==> src/rtl/core/paq_pkg.sv <==
// Types and constants shared by the periodic alarm queue.
// Depends on nothing; the divider, datapath, controller and top files import it.
package paq_pkg;

  localparam int TIME_W = 64;
  localparam int IV_W   = 63;
  localparam int SLOT_W = 3;

  localparam logic [TIME_W-1:0] NO_DEADLINE = 64'h7FFF_FFFF_FFFF_FFFF;

  // One input request as latched by the datapath
  typedef struct packed {
    logic                     req_type;
    logic [SLOT_W-1:0]        slot;
    logic [IV_W-1:0]          interval;
    logic signed [TIME_W-1:0] start_time;
    logic                     periodic;
    logic                     enabled;
    logic signed [TIME_W-1:0] now;
  } in_item_t;

  // One result
  typedef struct packed {
    logic                     fired;
    logic [SLOT_W-1:0]        fired_slot;
    logic                     last;
    logic signed [TIME_W-1:0] next_delta;
  } out_item_t;

  typedef enum logic {
    REQ_PROGRAM = 1'b0,
    REQ_TICK    = 1'b1
  } req_e;

  // Commands from the controller to the datapath
  typedef enum logic [4:0] {
    CMD_NONE,
    CMD_LOAD,
    CMD_QSEL0,
    CMD_QSEL1,
    CMD_DEQ_STEP,
    CMD_DEQ_END,
    CMD_SET,
    CMD_CLR_DL,
    CMD_DL_BASE,
    CMD_DIV_START,
    CMD_DL_SKIP,
    CMD_INS_STEP,
    CMD_INS_END,
    CMD_HEAD_STEP,
    CMD_TAKE,
    CMD_BEST,
    CMD_EMIT_FIRE,
    CMD_EMIT_LAST
  } cmd_e;

  // Status from the datapath to the controller
  typedef struct packed {
    logic tick;
    logic slot_ok;
    logic scan_last;
    logic en_iv;
    logic per_iv;
    logic per;
    logic skip;
    logic found;
    logic expired;
    logic guard_full;
    logic qsel;
    logic div_done;
    logic out_free;
  } dp_status_t;

  typedef enum logic [4:0] {
    S_IDLE,
    S_DISPATCH,
    S_DEQ,
    S_DEQ_END,
    S_SET,
    S_BASE,
    S_PER_CHK,
    S_DIV_GO,
    S_DIV_WAIT,
    S_SKIP,
    S_INS,
    S_INS_END,
    S_CLR,
    S_EMIT_FIRE,
    S_HEAD,
    S_HEAD_CHK,
    S_TAKE,
    S_NEXTQ,
    S_FIN_START,
    S_FIN_HEAD,
    S_FIN_BEST,
    S_EMIT_LAST
  } state_e;

endpackage

==> src/rtl/core/paq_in_if.sv <==
// Request channel of the periodic alarm queue: valid/ready plus payload.
// Depends on nothing.
interface paq_in_if;
  logic               valid;
  logic               ready;
  logic               req_type;
  logic [2:0]         slot;
  logic [62:0]        interval;
  logic signed [63:0] start_time;
  logic               periodic;
  logic               enabled;
  logic signed [63:0] now;

  modport source (output valid, req_type, slot, interval, start_time, periodic, enabled, now,
                  input ready);
  modport sink   (input valid, req_type, slot, interval, start_time, periodic, enabled, now,
                  output ready);
endinterface

==> src/rtl/core/paq_out_if.sv <==
// Result channel of the periodic alarm queue: valid/ready plus payload.
// Depends on nothing.
interface paq_out_if;
  logic               valid;
  logic               ready;
  logic               fired;
  logic [2:0]         fired_slot;
  logic               last;
  logic signed [63:0] next_delta;

  modport source (output valid, fired, fired_slot, last, next_delta, input ready);
  modport sink   (input valid, fired, fired_slot, last, next_delta, output ready);
endinterface

==> src/rtl/core/paq_div.sv <==
// Bit-serial remainder unit: one quotient bit per cycle.
// Depends on paq_pkg.
module paq_div
  import paq_pkg::*;
(
  input  logic            clk_i,
  input  logic            rst_ni,
  input  logic            start_i,
  input  logic [IV_W-1:0] dividend_i,
  input  logic [IV_W-1:0] divisor_i,
  output logic            done_o,
  output logic [IV_W-1:0] rem_o
);

  localparam int CW = $clog2(IV_W + 1);

  logic [IV_W-1:0] dvd_q;
  logic [IV_W-1:0] rem_q;
  logic [CW-1:0]   cnt_q;
  logic            busy_q, done_q;
  logic [IV_W:0]   rem_sh;

  assign rem_sh = {rem_q, dvd_q[IV_W-1]};

  // Restoring step: shift in one dividend bit, subtract when it fits
  always_ff @(posedge clk_i or negedge rst_ni) begin
    if (!rst_ni) begin
      busy_q <= 1'b0;
      done_q <= 1'b0;
      cnt_q  <= '0;
    end else if (start_i) begin
      busy_q <= 1'b1;
      done_q <= 1'b0;
      cnt_q  <= CW'(IV_W);
    end else if (busy_q) begin
      cnt_q <= cnt_q - 1'b1;
      if (cnt_q == CW'(1)) begin
        busy_q <= 1'b0;
        done_q <= 1'b1;
      end
    end
  end

  always_ff @(posedge clk_i) begin
    if (start_i) begin
      dvd_q <= dividend_i;
      rem_q <= '0;
    end else if (busy_q) begin
      dvd_q <= {dvd_q[IV_W-2:0], 1'b0};
      if (rem_sh >= {1'b0, divisor_i}) begin
        rem_q <= IV_W'(rem_sh - {1'b0, divisor_i});
      end else begin
        rem_q <= rem_sh[IV_W-1:0];
      end
    end
  end

  assign done_o = done_q;
  assign rem_o  = rem_q;

endmodule

==> src/rtl/core/paq_dpath.sv <==
// Datapath: slot tables, scan counter, work registers and result register.
// Depends on paq_pkg and paq_div.
module paq_dpath
  import paq_pkg::*;
#(
  parameter int SLOTS = 8
) (
  input  logic       clk_i,
  input  logic       rst_ni,
  input  cmd_e       cmd_i,
  input  in_item_t   req_i,
  output dp_status_t status_o,
  output logic       out_vld_o,
  output out_item_t  out_o,
  input  logic       out_rdy_i
);

  localparam int SW = (SLOTS > 1) ? $clog2(SLOTS) : 1;
  localparam int GW = $clog2(SLOTS + 1);

  // slot tables
  logic [IV_W-1:0]   iv_q [SLOTS];
  logic [TIME_W-1:0] st_q [SLOTS];
  logic [TIME_W-1:0] dl_q [SLOTS];
  logic              per_q [SLOTS];
  logic              en_q [SLOTS];
  logic              qd_q [SLOTS];
  logic              ch_q [SLOTS];
  logic [SW-1:0]     rk_q [SLOTS];

  // work registers
  in_item_t          req_q;
  logic              slot_ok_q;
  logic [SW-1:0]     cur_q, idx_q, hidx_q, pos_q;
  logic              curq_q, qsel_q, found_q;
  logic [GW-1:0]     guard_q;
  logic [TIME_W-1:0] wdl_q, best_q;
  logic              out_vld_q;
  out_item_t         out_q;

  logic [TIME_W-1:0] now_w, nowmw, head_diff, best_d, cand;
  logic [TIME_W-1:0] cur_st;
  logic              scan_last, hit, rel;
  logic              div_done;
  logic [IV_W-1:0]   rem;

  assign now_w     = req_q.now;
  assign scan_last = (idx_q == SW'(SLOTS - 1));
  assign nowmw     = now_w - wdl_q;
  assign head_diff = now_w - dl_q[hidx_q];
  assign cur_st    = st_q[cur_q];
  assign rel       = (cur_st == '0) || cur_st[TIME_W-1];
  assign hit       = qd_q[idx_q] && (ch_q[idx_q] == qsel_q) && (rk_q[idx_q] == '0);
  assign cand      = dl_q[hidx_q] - now_w;
  assign best_d    = ($signed(best_q) <= $signed(cand)) ? best_q : cand;

  paq_div u_div (
    .clk_i      (clk_i),
    .rst_ni     (rst_ni),
    .start_i    (cmd_i == CMD_DIV_START),
    .dividend_i (nowmw[IV_W-1:0]),
    .divisor_i  (iv_q[cur_q]),
    .done_o     (div_done),
    .rem_o      (rem)
  );

  // status towards the controller
  always_comb begin
    status_o.tick       = (req_q.req_type == REQ_TICK);
    status_o.slot_ok    = slot_ok_q;
    status_o.scan_last  = scan_last;
    status_o.en_iv      = en_q[cur_q] && (iv_q[cur_q] != '0);
    status_o.per_iv     = per_q[cur_q] && (iv_q[cur_q] != '0);
    status_o.per        = per_q[cur_q];
    status_o.skip       = !nowmw[TIME_W-1];
    status_o.found      = found_q;
    status_o.expired    = !head_diff[TIME_W-1];
    status_o.guard_full = (guard_q == GW'(SLOTS));
    status_o.qsel       = qsel_q;
    status_o.div_done   = div_done;
    status_o.out_free   = !out_vld_q || out_rdy_i;
  end

  // slot tables
  always_ff @(posedge clk_i or negedge rst_ni) begin
    if (!rst_ni) begin
      for (int i = 0; i < SLOTS; i++) begin
        iv_q[i]  <= '0;
        st_q[i]  <= '0;
        dl_q[i]  <= '0;
        per_q[i] <= 1'b0;
        en_q[i]  <= 1'b1;
        qd_q[i]  <= 1'b0;
        ch_q[i]  <= 1'b0;
        rk_q[i]  <= '0;
      end
    end else begin
      case (cmd_i)
        CMD_DEQ_STEP: begin
          if (qd_q[cur_q] && qd_q[idx_q] && (ch_q[idx_q] == ch_q[cur_q]) &&
              (rk_q[idx_q] > rk_q[cur_q])) begin
            rk_q[idx_q] <= rk_q[idx_q] - 1'b1;
          end
        end
        CMD_DEQ_END: begin
          qd_q[cur_q] <= 1'b0;
          rk_q[cur_q] <= '0;
        end
        CMD_SET: begin
          dl_q[cur_q]  <= '0;
          iv_q[cur_q]  <= req_q.interval;
          st_q[cur_q]  <= req_q.start_time;
          per_q[cur_q] <= req_q.periodic;
          en_q[cur_q]  <= req_q.enabled;
        end
        CMD_CLR_DL: dl_q[cur_q] <= '0;
        CMD_INS_STEP: begin
          if (qd_q[idx_q] && (ch_q[idx_q] == curq_q) &&
              !($signed(dl_q[idx_q]) <= $signed(wdl_q))) begin
            rk_q[idx_q] <= rk_q[idx_q] + 1'b1;
          end
        end
        CMD_INS_END: begin
          dl_q[cur_q] <= wdl_q;
          qd_q[cur_q] <= 1'b1;
          ch_q[cur_q] <= curq_q;
          rk_q[cur_q] <= pos_q;
        end
        default: ;
      endcase
    end
  end

  // control registers: scan counter, queue select, guard, head flag, result valid
  always_ff @(posedge clk_i or negedge rst_ni) begin
    if (!rst_ni) begin
      idx_q     <= '0;
      qsel_q    <= 1'b0;
      guard_q   <= '0;
      found_q   <= 1'b0;
      out_vld_q <= 1'b0;
      slot_ok_q <= 1'b0;
    end else begin
      if (cmd_i == CMD_DEQ_STEP || cmd_i == CMD_INS_STEP || cmd_i == CMD_HEAD_STEP) begin
        idx_q <= scan_last ? '0 : idx_q + 1'b1;
      end
      if (cmd_i == CMD_HEAD_STEP) begin
        found_q <= hit || (found_q && (idx_q != '0));
      end
      case (cmd_i)
        CMD_LOAD:  slot_ok_q <= (int'(req_i.slot) < SLOTS);
        CMD_QSEL0: begin
          qsel_q  <= 1'b0;
          guard_q <= '0;
        end
        CMD_QSEL1: begin
          qsel_q  <= 1'b1;
          guard_q <= '0;
        end
        CMD_BEST:  qsel_q <= 1'b1;
        CMD_TAKE:  guard_q <= guard_q + 1'b1;
        default: ;
      endcase
      if (cmd_i == CMD_EMIT_FIRE || cmd_i == CMD_EMIT_LAST) begin
        out_vld_q <= 1'b1;
      end else if (out_rdy_i) begin
        out_vld_q <= 1'b0;
      end
    end
  end

  // work payload registers
  always_ff @(posedge clk_i) begin
    if (cmd_i == CMD_HEAD_STEP && hit) begin
      hidx_q <= idx_q;
    end
    case (cmd_i)
      CMD_LOAD: begin
        req_q  <= req_i;
        cur_q  <= SW'(req_i.slot);
        best_q <= NO_DEADLINE;
      end
      CMD_SET:  curq_q <= (req_q.start_time == '0) || req_q.start_time[TIME_W-1];
      CMD_TAKE: begin
        cur_q  <= hidx_q;
        curq_q <= qsel_q;
      end
      CMD_DL_BASE: begin
        pos_q <= '0;
        if (!rel) begin
          wdl_q <= cur_st + {1'b0, iv_q[cur_q]};
        end else if (dl_q[cur_q] == '0) begin
          wdl_q <= now_w + {1'b0, iv_q[cur_q]};
        end else begin
          wdl_q <= dl_q[cur_q];
        end
      end
      CMD_DL_SKIP: wdl_q <= now_w - {1'b0, rem} + {1'b0, iv_q[cur_q]};
      CMD_INS_STEP: begin
        if (qd_q[idx_q] && (ch_q[idx_q] == curq_q) &&
            ($signed(dl_q[idx_q]) <= $signed(wdl_q))) begin
          pos_q <= pos_q + 1'b1;
        end
      end
      CMD_BEST: begin
        if (found_q) begin
          best_q <= best_d;
        end
      end
      CMD_EMIT_FIRE: begin
        out_q.fired      <= 1'b1;
        out_q.fired_slot <= SLOT_W'(cur_q);
        out_q.last       <= 1'b0;
        out_q.next_delta <= '0;
      end
      CMD_EMIT_LAST: begin
        out_q.fired      <= 1'b0;
        out_q.fired_slot <= '0;
        out_q.last       <= 1'b1;
        out_q.next_delta <= best_q;
      end
      default: ;
    endcase
  end

  assign out_vld_o = out_vld_q;
  assign out_o     = out_q;

endmodule

==> src/rtl/core/paq_ctrl.sv <==
// Controller state machine: sequences the datapath scans per request.
// Depends on paq_pkg.
module paq_ctrl
  import paq_pkg::*;
(
  input  logic       clk_i,
  input  logic       rst_ni,
  input  logic       in_vld_i,
  output logic       in_rdy_o,
  input  dp_status_t status_i,
  output cmd_e       cmd_o
);

  state_e state_q, state_d;
  state_e after_enq;

  always_ff @(posedge clk_i or negedge rst_ni) begin
    if (!rst_ni) begin
      state_q <= S_IDLE;
    end else begin
      state_q <= state_d;
    end
  end

  // next state and commands
  always_comb begin
    state_d   = state_q;
    cmd_o     = CMD_NONE;
    in_rdy_o  = 1'b0;
    after_enq = status_i.tick ? S_EMIT_FIRE : S_FIN_START;
    case (state_q)
      S_IDLE: begin
        in_rdy_o = 1'b1;
        if (in_vld_i) begin
          cmd_o   = CMD_LOAD;
          state_d = S_DISPATCH;
        end
      end
      S_DISPATCH: begin
        if (status_i.tick) begin
          cmd_o   = CMD_QSEL0;
          state_d = S_HEAD;
        end else if (status_i.slot_ok) begin
          state_d = S_DEQ;
        end else begin
          state_d = S_FIN_START;
        end
      end
      S_DEQ: begin
        cmd_o = CMD_DEQ_STEP;
        if (status_i.scan_last) state_d = S_DEQ_END;
      end
      S_DEQ_END: begin
        cmd_o = CMD_DEQ_END;
        if (!status_i.tick)       state_d = S_SET;
        else if (status_i.per_iv) state_d = S_BASE;
        else                      state_d = S_CLR;
      end
      S_SET: begin
        cmd_o   = CMD_SET;
        state_d = S_BASE;
      end
      S_BASE: begin
        if (status_i.en_iv) begin
          cmd_o   = CMD_DL_BASE;
          state_d = S_PER_CHK;
        end else begin
          state_d = after_enq;
        end
      end
      S_PER_CHK: state_d = (status_i.per && status_i.skip) ? S_DIV_GO : S_INS;
      S_DIV_GO: begin
        cmd_o   = CMD_DIV_START;
        state_d = S_DIV_WAIT;
      end
      S_DIV_WAIT: if (status_i.div_done) state_d = S_SKIP;
      S_SKIP: begin
        cmd_o   = CMD_DL_SKIP;
        state_d = S_INS;
      end
      S_INS: begin
        cmd_o = CMD_INS_STEP;
        if (status_i.scan_last) state_d = S_INS_END;
      end
      S_INS_END: begin
        cmd_o   = CMD_INS_END;
        state_d = after_enq;
      end
      S_CLR: begin
        cmd_o   = CMD_CLR_DL;
        state_d = S_EMIT_FIRE;
      end
      S_EMIT_FIRE: begin
        if (status_i.out_free) begin
          cmd_o   = CMD_EMIT_FIRE;
          state_d = S_HEAD;
        end
      end
      S_HEAD: begin
        cmd_o = CMD_HEAD_STEP;
        if (status_i.scan_last) state_d = S_HEAD_CHK;
      end
      S_HEAD_CHK: begin
        if (status_i.guard_full || !status_i.found || !status_i.expired) state_d = S_NEXTQ;
        else state_d = S_TAKE;
      end
      S_TAKE: begin
        cmd_o   = CMD_TAKE;
        state_d = S_DEQ;
      end
      S_NEXTQ: begin
        if (status_i.qsel) begin
          state_d = S_FIN_START;
        end else begin
          cmd_o   = CMD_QSEL1;
          state_d = S_HEAD;
        end
      end
      S_FIN_START: begin
        cmd_o   = CMD_QSEL0;
        state_d = S_FIN_HEAD;
      end
      S_FIN_HEAD: begin
        cmd_o = CMD_HEAD_STEP;
        if (status_i.scan_last) state_d = S_FIN_BEST;
      end
      S_FIN_BEST: begin
        cmd_o   = CMD_BEST;
        state_d = status_i.qsel ? S_EMIT_LAST : S_FIN_HEAD;
      end
      S_EMIT_LAST: begin
        if (status_i.out_free) begin
          cmd_o   = CMD_EMIT_LAST;
          state_d = S_IDLE;
        end
      end
      default: state_d = S_IDLE;
    endcase
  end

endmodule

==> src/rtl/core/periodic_alarm_queue.sv <==
// Periodic alarm queue: SLOTS alarm slots kept in two deadline-sorted queues.
// A program request (req_type 0) cancels one slot, loads its settings and
// queues it when enabled with a nonzero interval; a tick request (1) fires
// every expired alarm, queue 0 first, in deadline order.
// Channels: req_i (sink) and res_o (source), valid/ready, a request moves at
// an edge with both high. Each request yields zero or more fired results and
// one final result (last = 1) with the ticks to the nearest deadline.
// Timing: one request at a time. Every table search is a scan of one slot
// per cycle. A program request does a dequeue scan and an insert scan; a
// periodic deadline that must catch up also uses the bit-serial remainder.
// A tick scans the queue heads, and each fired alarm costs a dequeue scan
// and, when it is queued again, an insert scan (and the remainder when it
// catches up); the final result needs a head scan of each queue, queue 0 first.
// Results leave through an output register: a stalled receiver only holds
// the sequencer when a further result is due. req_i.ready is high only
// between requests. Reset clears all slots (enabled, not queued).
module periodic_alarm_queue
  import paq_pkg::*;
#(
  parameter int SLOTS = 8
) (
  input  logic      clk_i,
  input  logic      rst_ni,
  paq_in_if.sink    req_i,
  paq_out_if.source res_o
);

  cmd_e       cmd;
  dp_status_t status;
  in_item_t   req_item;
  out_item_t  res_item;
  logic       res_vld;

  always_comb begin
    req_item.req_type   = req_i.req_type;
    req_item.slot       = req_i.slot;
    req_item.interval   = req_i.interval;
    req_item.start_time = req_i.start_time;
    req_item.periodic   = req_i.periodic;
    req_item.enabled    = req_i.enabled;
    req_item.now        = req_i.now;
  end

  paq_ctrl u_ctrl (
    .clk_i    (clk_i),
    .rst_ni   (rst_ni),
    .in_vld_i (req_i.valid),
    .in_rdy_o (req_i.ready),
    .status_i (status),
    .cmd_o    (cmd)
  );

  paq_dpath #(.SLOTS(SLOTS)) u_dpath (
    .clk_i     (clk_i),
    .rst_ni    (rst_ni),
    .cmd_i     (cmd),
    .req_i     (req_item),
    .status_o  (status),
    .out_vld_o (res_vld),
    .out_o     (res_item),
    .out_rdy_i (res_o.ready)
  );

  assign res_o.valid      = res_vld;
  assign res_o.fired      = res_item.fired;
  assign res_o.fired_slot = res_item.fired_slot;
  assign res_o.last       = res_item.last;
  assign res_o.next_delta = res_item.next_delta;

endmodule
==> src/flat_wrapper.sv <==
// flat-port wrapper written by rule: the top's interface ports become plain ports
module periodic_alarm_queue_flat import paq_pkg::*;
#(
  parameter int SLOTS = 8
)
  (clk_i, rst_ni, req_i_valid, req_i_req_type, req_i_slot, req_i_interval, req_i_start_time, req_i_periodic, req_i_enabled, req_i_now, req_i_ready, res_o_valid, res_o_fired, res_o_fired_slot, res_o_last, res_o_next_delta, res_o_ready);
  paq_in_if req_i_i ();
  paq_out_if res_o_i ();
  input  logic clk_i;
  input  logic rst_ni;
  input wire logic [$bits(req_i_i.valid)-1:0] req_i_valid;
  input wire logic [$bits(req_i_i.req_type)-1:0] req_i_req_type;
  input wire logic [$bits(req_i_i.slot)-1:0] req_i_slot;
  input wire logic [$bits(req_i_i.interval)-1:0] req_i_interval;
  input wire logic [$bits(req_i_i.start_time)-1:0] req_i_start_time;
  input wire logic [$bits(req_i_i.periodic)-1:0] req_i_periodic;
  input wire logic [$bits(req_i_i.enabled)-1:0] req_i_enabled;
  input wire logic [$bits(req_i_i.now)-1:0] req_i_now;
  output wire logic [$bits(req_i_i.ready)-1:0] req_i_ready;
  output wire logic [$bits(res_o_i.valid)-1:0] res_o_valid;
  output wire logic [$bits(res_o_i.fired)-1:0] res_o_fired;
  output wire logic [$bits(res_o_i.fired_slot)-1:0] res_o_fired_slot;
  output wire logic [$bits(res_o_i.last)-1:0] res_o_last;
  output wire logic [$bits(res_o_i.next_delta)-1:0] res_o_next_delta;
  input wire logic [$bits(res_o_i.ready)-1:0] res_o_ready;
  assign req_i_i.valid = req_i_valid;
  assign req_i_i.req_type = req_i_req_type;
  assign req_i_i.slot = req_i_slot;
  assign req_i_i.interval = req_i_interval;
  assign req_i_i.start_time = req_i_start_time;
  assign req_i_i.periodic = req_i_periodic;
  assign req_i_i.enabled = req_i_enabled;
  assign req_i_i.now = req_i_now;
  assign req_i_ready = req_i_i.ready;
  assign res_o_valid = res_o_i.valid;
  assign res_o_fired = res_o_i.fired;
  assign res_o_fired_slot = res_o_i.fired_slot;
  assign res_o_last = res_o_i.last;
  assign res_o_next_delta = res_o_i.next_delta;
  assign res_o_i.ready = res_o_ready;
  periodic_alarm_queue #(.SLOTS(SLOTS)) u_core (.clk_i(clk_i), .rst_ni(rst_ni), .req_i(req_i_i), .res_o(res_o_i));
endmodule
==> config.mk <==
export PLATFORM = sky130hd
export DESIGN_NAME = periodic_alarm_queue_flat
export DESIGN_NICKNAME = d
export VERILOG_FILES = /design/src/rtl/core/paq_pkg.sv /design/src/rtl/core/paq_in_if.sv /design/src/rtl/core/paq_out_if.sv /design/src/rtl/core/paq_div.sv /design/src/rtl/core/paq_dpath.sv /design/src/rtl/core/paq_ctrl.sv /design/src/rtl/core/periodic_alarm_queue.sv /design/src/flat_wrapper.sv
export SDC_FILE = /design/constraint.sdc
export NUM_CORES = 2
export LEC_CHECK = 0
export CORE_ASPECT_RATIO = 1.5
export CORE_MARGIN = 8
export CORE_UTILIZATION = 60
export CTS_BUF_LIST = sky130_fd_sc_hd__clkbuf_4 sky130_fd_sc_hd__clkbuf_8 sky130_fd_sc_hd__clkbuf_16
export CTS_CLUSTER_SIZE = 20
export DETAILED_ROUTE_END_ITERATION = 8
export DONT_BUFFER_PORTS = 1
export PLACE_DENSITY = 0.76
export RECOVER_POWER = 25
export SLEW_MARGIN = 30
export SYNTH_ARGS = -nofsm -noshare
export SYNTH_HDL_FRONTEND = slang
export SYNTH_SLANG_ARGS = --single-unit
==> constraint.sdc <==
create_clock -name clk_i -period 36.4 [get_ports clk_i]
set_input_delay 3.64 -clock clk_i [delete_from_list [all_inputs] [get_ports clk_i]]
set_output_delay 3.64 -clock clk_i [all_outputs]
set_load 0.005 [all_outputs]
==> impl_metrics.toml <==
[outcome]
status = "finished, violations left"
violations = "max-capacitance violations, max-slew violations"

[route]
dr.pass1.iters = 9
post_drt_wl_per_cell_um = 35.0
drc = 0
vias = 103000
drtIter0Drc = 12500
vias_per_cell = 7.27
ant_nets = 0
wl_um = 497000

[worst_setup_path]
crit_type = "in2async"
critPathBufInv = 5
critPathMaxFanout = 140
rrSetupSlack_ns = 24.30
slowest_stage = "clkbuf_1"
arrival_ns = 14.72
cp_top_family = "buffers and inverters"
path_cells = "clkbuf_1 -> clkbuf_1 -> clkbuf_1 -> buf_16 -> buf_16"
startpoint_type = "primary input"
cp_common_cell = "clkbuf_1"
cpPeakStageDelay_ns = 3.55
cp.required_ns = 37.35
end_kind = "async pin"

[pwr]
power_leakage_nw = 61.5
power.density_nw_per_um2 = 96.5
ir_drop_mv = 0.0651

[timing]
min_period_over_period = 0.378
slew_headroom = -3.62
setup_violations = 0
rsz0062_at_grt = "false"
clock.fmax_mhz = 72.6
fin_setup_tns_ns = 0
fin_crit_ns = 13.77
worstMarginPinSlew_ns = 6.93
finalHoldViolations = 0
slew_viol_final = 1170
hold_ws_ns = 0.472
finClkSkew_ns = 0.0869

[clocking]
clockBufferDepth = 4
cts_tree = "done"
hold_buffers = 0
ctsRootBufferMaster = "clkbuf_16"
cts.sinks = 2135
clk_latency_ns = 0.92
ctsHtreeMaxLevel = 4
post_cts_buffers = 0
cts_resized = 0
clk_pin_slew_ns = 0.06
cts_made_buffers = 209

[logic_synthesis]
ys_top_cells_by_area = "dfrtp_1 (31%), edfxtp_1 (11%), mux2_2 (9.9%)"
syn-cell-area_um2 = 127000
yosys.area.top_type_share = 0.314
avgSynthCellArea_um2 = 11.1
synth.ff_latch_count = 2135
syn_inst = 11400
yosys_warnings = 0
yosysTopAreaCell = "dfrtp_1"
ys.flop_type = "dfrtp_1"
synth_nets = 12300
ys_seq_area_frac = 0.435
synth_edf_count = 464
synth.lib_cells_used.distinct = 106
synthArstFlopShare = 0.753

[floorplanning]
start_util = 0.602
die_w_um = 392
rows = 207
core_um2 = 212000
die-area_um2 = 228000
die_y_um = 580
io_pins = 272

[global_route]
grt_pass1_vias = 103000
grt_overflow = 0
grt_max_degree = 141
grt_pass1_wl_um = 711000
antenna_found_initial = 29
grt_usage = 0.424

[layout]
drive_gt1_frac = 0.192
final_cell_mix = "dfrtp_1 (1599), mux2_2 (1122), nand2_1 (773), a21oi_1 (605), ha_1 (584)"
syn2layout_area_growth_pct = 7.70
finalNonFillerCells = 14200
nNetsFinal = 12000
final_common_cell = "dfrtp_1"

[placed_design]
place_hpwl_um = 349000
finalWeightedCongestion = 1.03
place_inst = 13800
port_buffers = 0

[flow_run]
max_cap_violations = 24

[worst_hold_path]
hp-class = "reg2reg"
cell usage after synthesis (284+ instances only):
cell type / count
a21o_1: 351
a21oi_1: 606
a22oi_1: 339
clkbuf_1: 517
dfrtp_1: 1600
edfxtp_1: 464
ha_1: 584
inv_1: 498
mux2_2: 1124
mux4_2: 284
nand2_1: 786
nor2_1: 438
o21ai_0: 467
o2bb2ai_1: 514
state kept, by name, summed over array words and instances (netlist names), 4 cells and up, named ones only:
signal / flops
u_core.u_dpath.ch_q: 8
u_core.u_dpath.guard_q: 4
u_core.u_dpath.iv_q: 504
u_core.u_ctrl.state_q: 5
u_core.u_dpath.best_q: 64
u_core.u_dpath.dl_q: 512
u_core.u_dpath.en_q: 8
u_core.u_dpath.req_q: 129
u_core.u_dpath.wdl_q: 64
u_core.u_dpath.per_q: 8
u_core.u_dpath.out_o: 69
u_core.u_dpath.u_div.dvd_q: 63
u_core.u_dpath.st_q: 512
u_core.u_dpath.now_w: 64
u_core.u_dpath.u_div.rem_o: 63
u_core.u_dpath.rk_q: 24
u_core.u_dpath.u_div.cnt_q: 6
through the flow:
step	area [um^2]	util	power, mW	worst slack, ns
CTS	137000	0.649	13.0	26.79
global placement	130000	0.613	10.5	26.75
floorplan	127000	-	8.45	24.62
global route	137000	0.648	13.9	20.52
finish	137000	0.649	13.2	22.63
detailed placement	130000	0.615	10.6	26.80
area by class of cell:
class | instances | area, um^2
clock inverter | 112 | 1510
tap | 2821 | 3530
clock buffer | 272 | 5840
timing repair buffer | 270 | 2170
inverter | 502 | 1900
fill | 16200 | 74400
multi-input combinational | 8029 | 66700
antenna | 35 | 87.6
sequential | 2135 | 55400
routing by layer:
layer	track usage	vias up	share of wire
met1	0.482	51200	0.34
met2	0.660	7023	0.45
met5	0.00278	-	0.00035
li1	-	42600	-
met3	0.134	2253	0.11
met4	0.327	16	0.099
power breakdown:
| group | internal [mW] | total [mW] | switching, mW | leakage (nW) |
|---|---|---|---|---|
| Combinational | 2.68 | 6.85 | 4.17 | 31.6 |
| Clock | 1.34 | 2.34 | 1.00 | 3.62 |
| Sequential | 3.37 | 4.05 | 0.678 | 26.2 |
| Total | 7.39 | 13.2 | 5.85 | 61.5 |
worst paths after layout:
path | from | to | depth (start not counted)
setup / recovery | rst_ni | u_core.u_dpath.st_q[208] | 5
hold / removal | u_core.u_dpath.slot_ok_q | u_core.u_dpath.slot_ok_q | 1
setup reg to reg | u_core.u_dpath.hidx_q[0] | u_core.u_dpath.best_q[1] | 30
hold reg to reg | u_core.u_dpath.slot_ok_q | u_core.u_dpath.slot_ok_q | 1
max in group clk_i | u_core.u_dpath.hidx_q[0] | u_core.u_dpath.best_q[1] | 30
min in group asynchronous | rst_ni | u_core.u_dpath.iv_q[272] | 0
logic make-up (layout without fill, tap and decap cells):
logic type | after synthesis | after routing | synth area share
compound gates | 3229 | 3229 | 0.179
simple gates | 2148 | 2148 | 0.0809
other cells | 0 | 35 | 0
xor+xnor | 359 | 359 | 0.0247
buf+inv | 1280 | 1156 | 0.0442
mux | 1641 | 1641 | 0.168
fa+ha+maj | 652 | 652 | 0.0680
flops | 2135 | 2135 | 0.435
(Power assumes the default switching activity.)
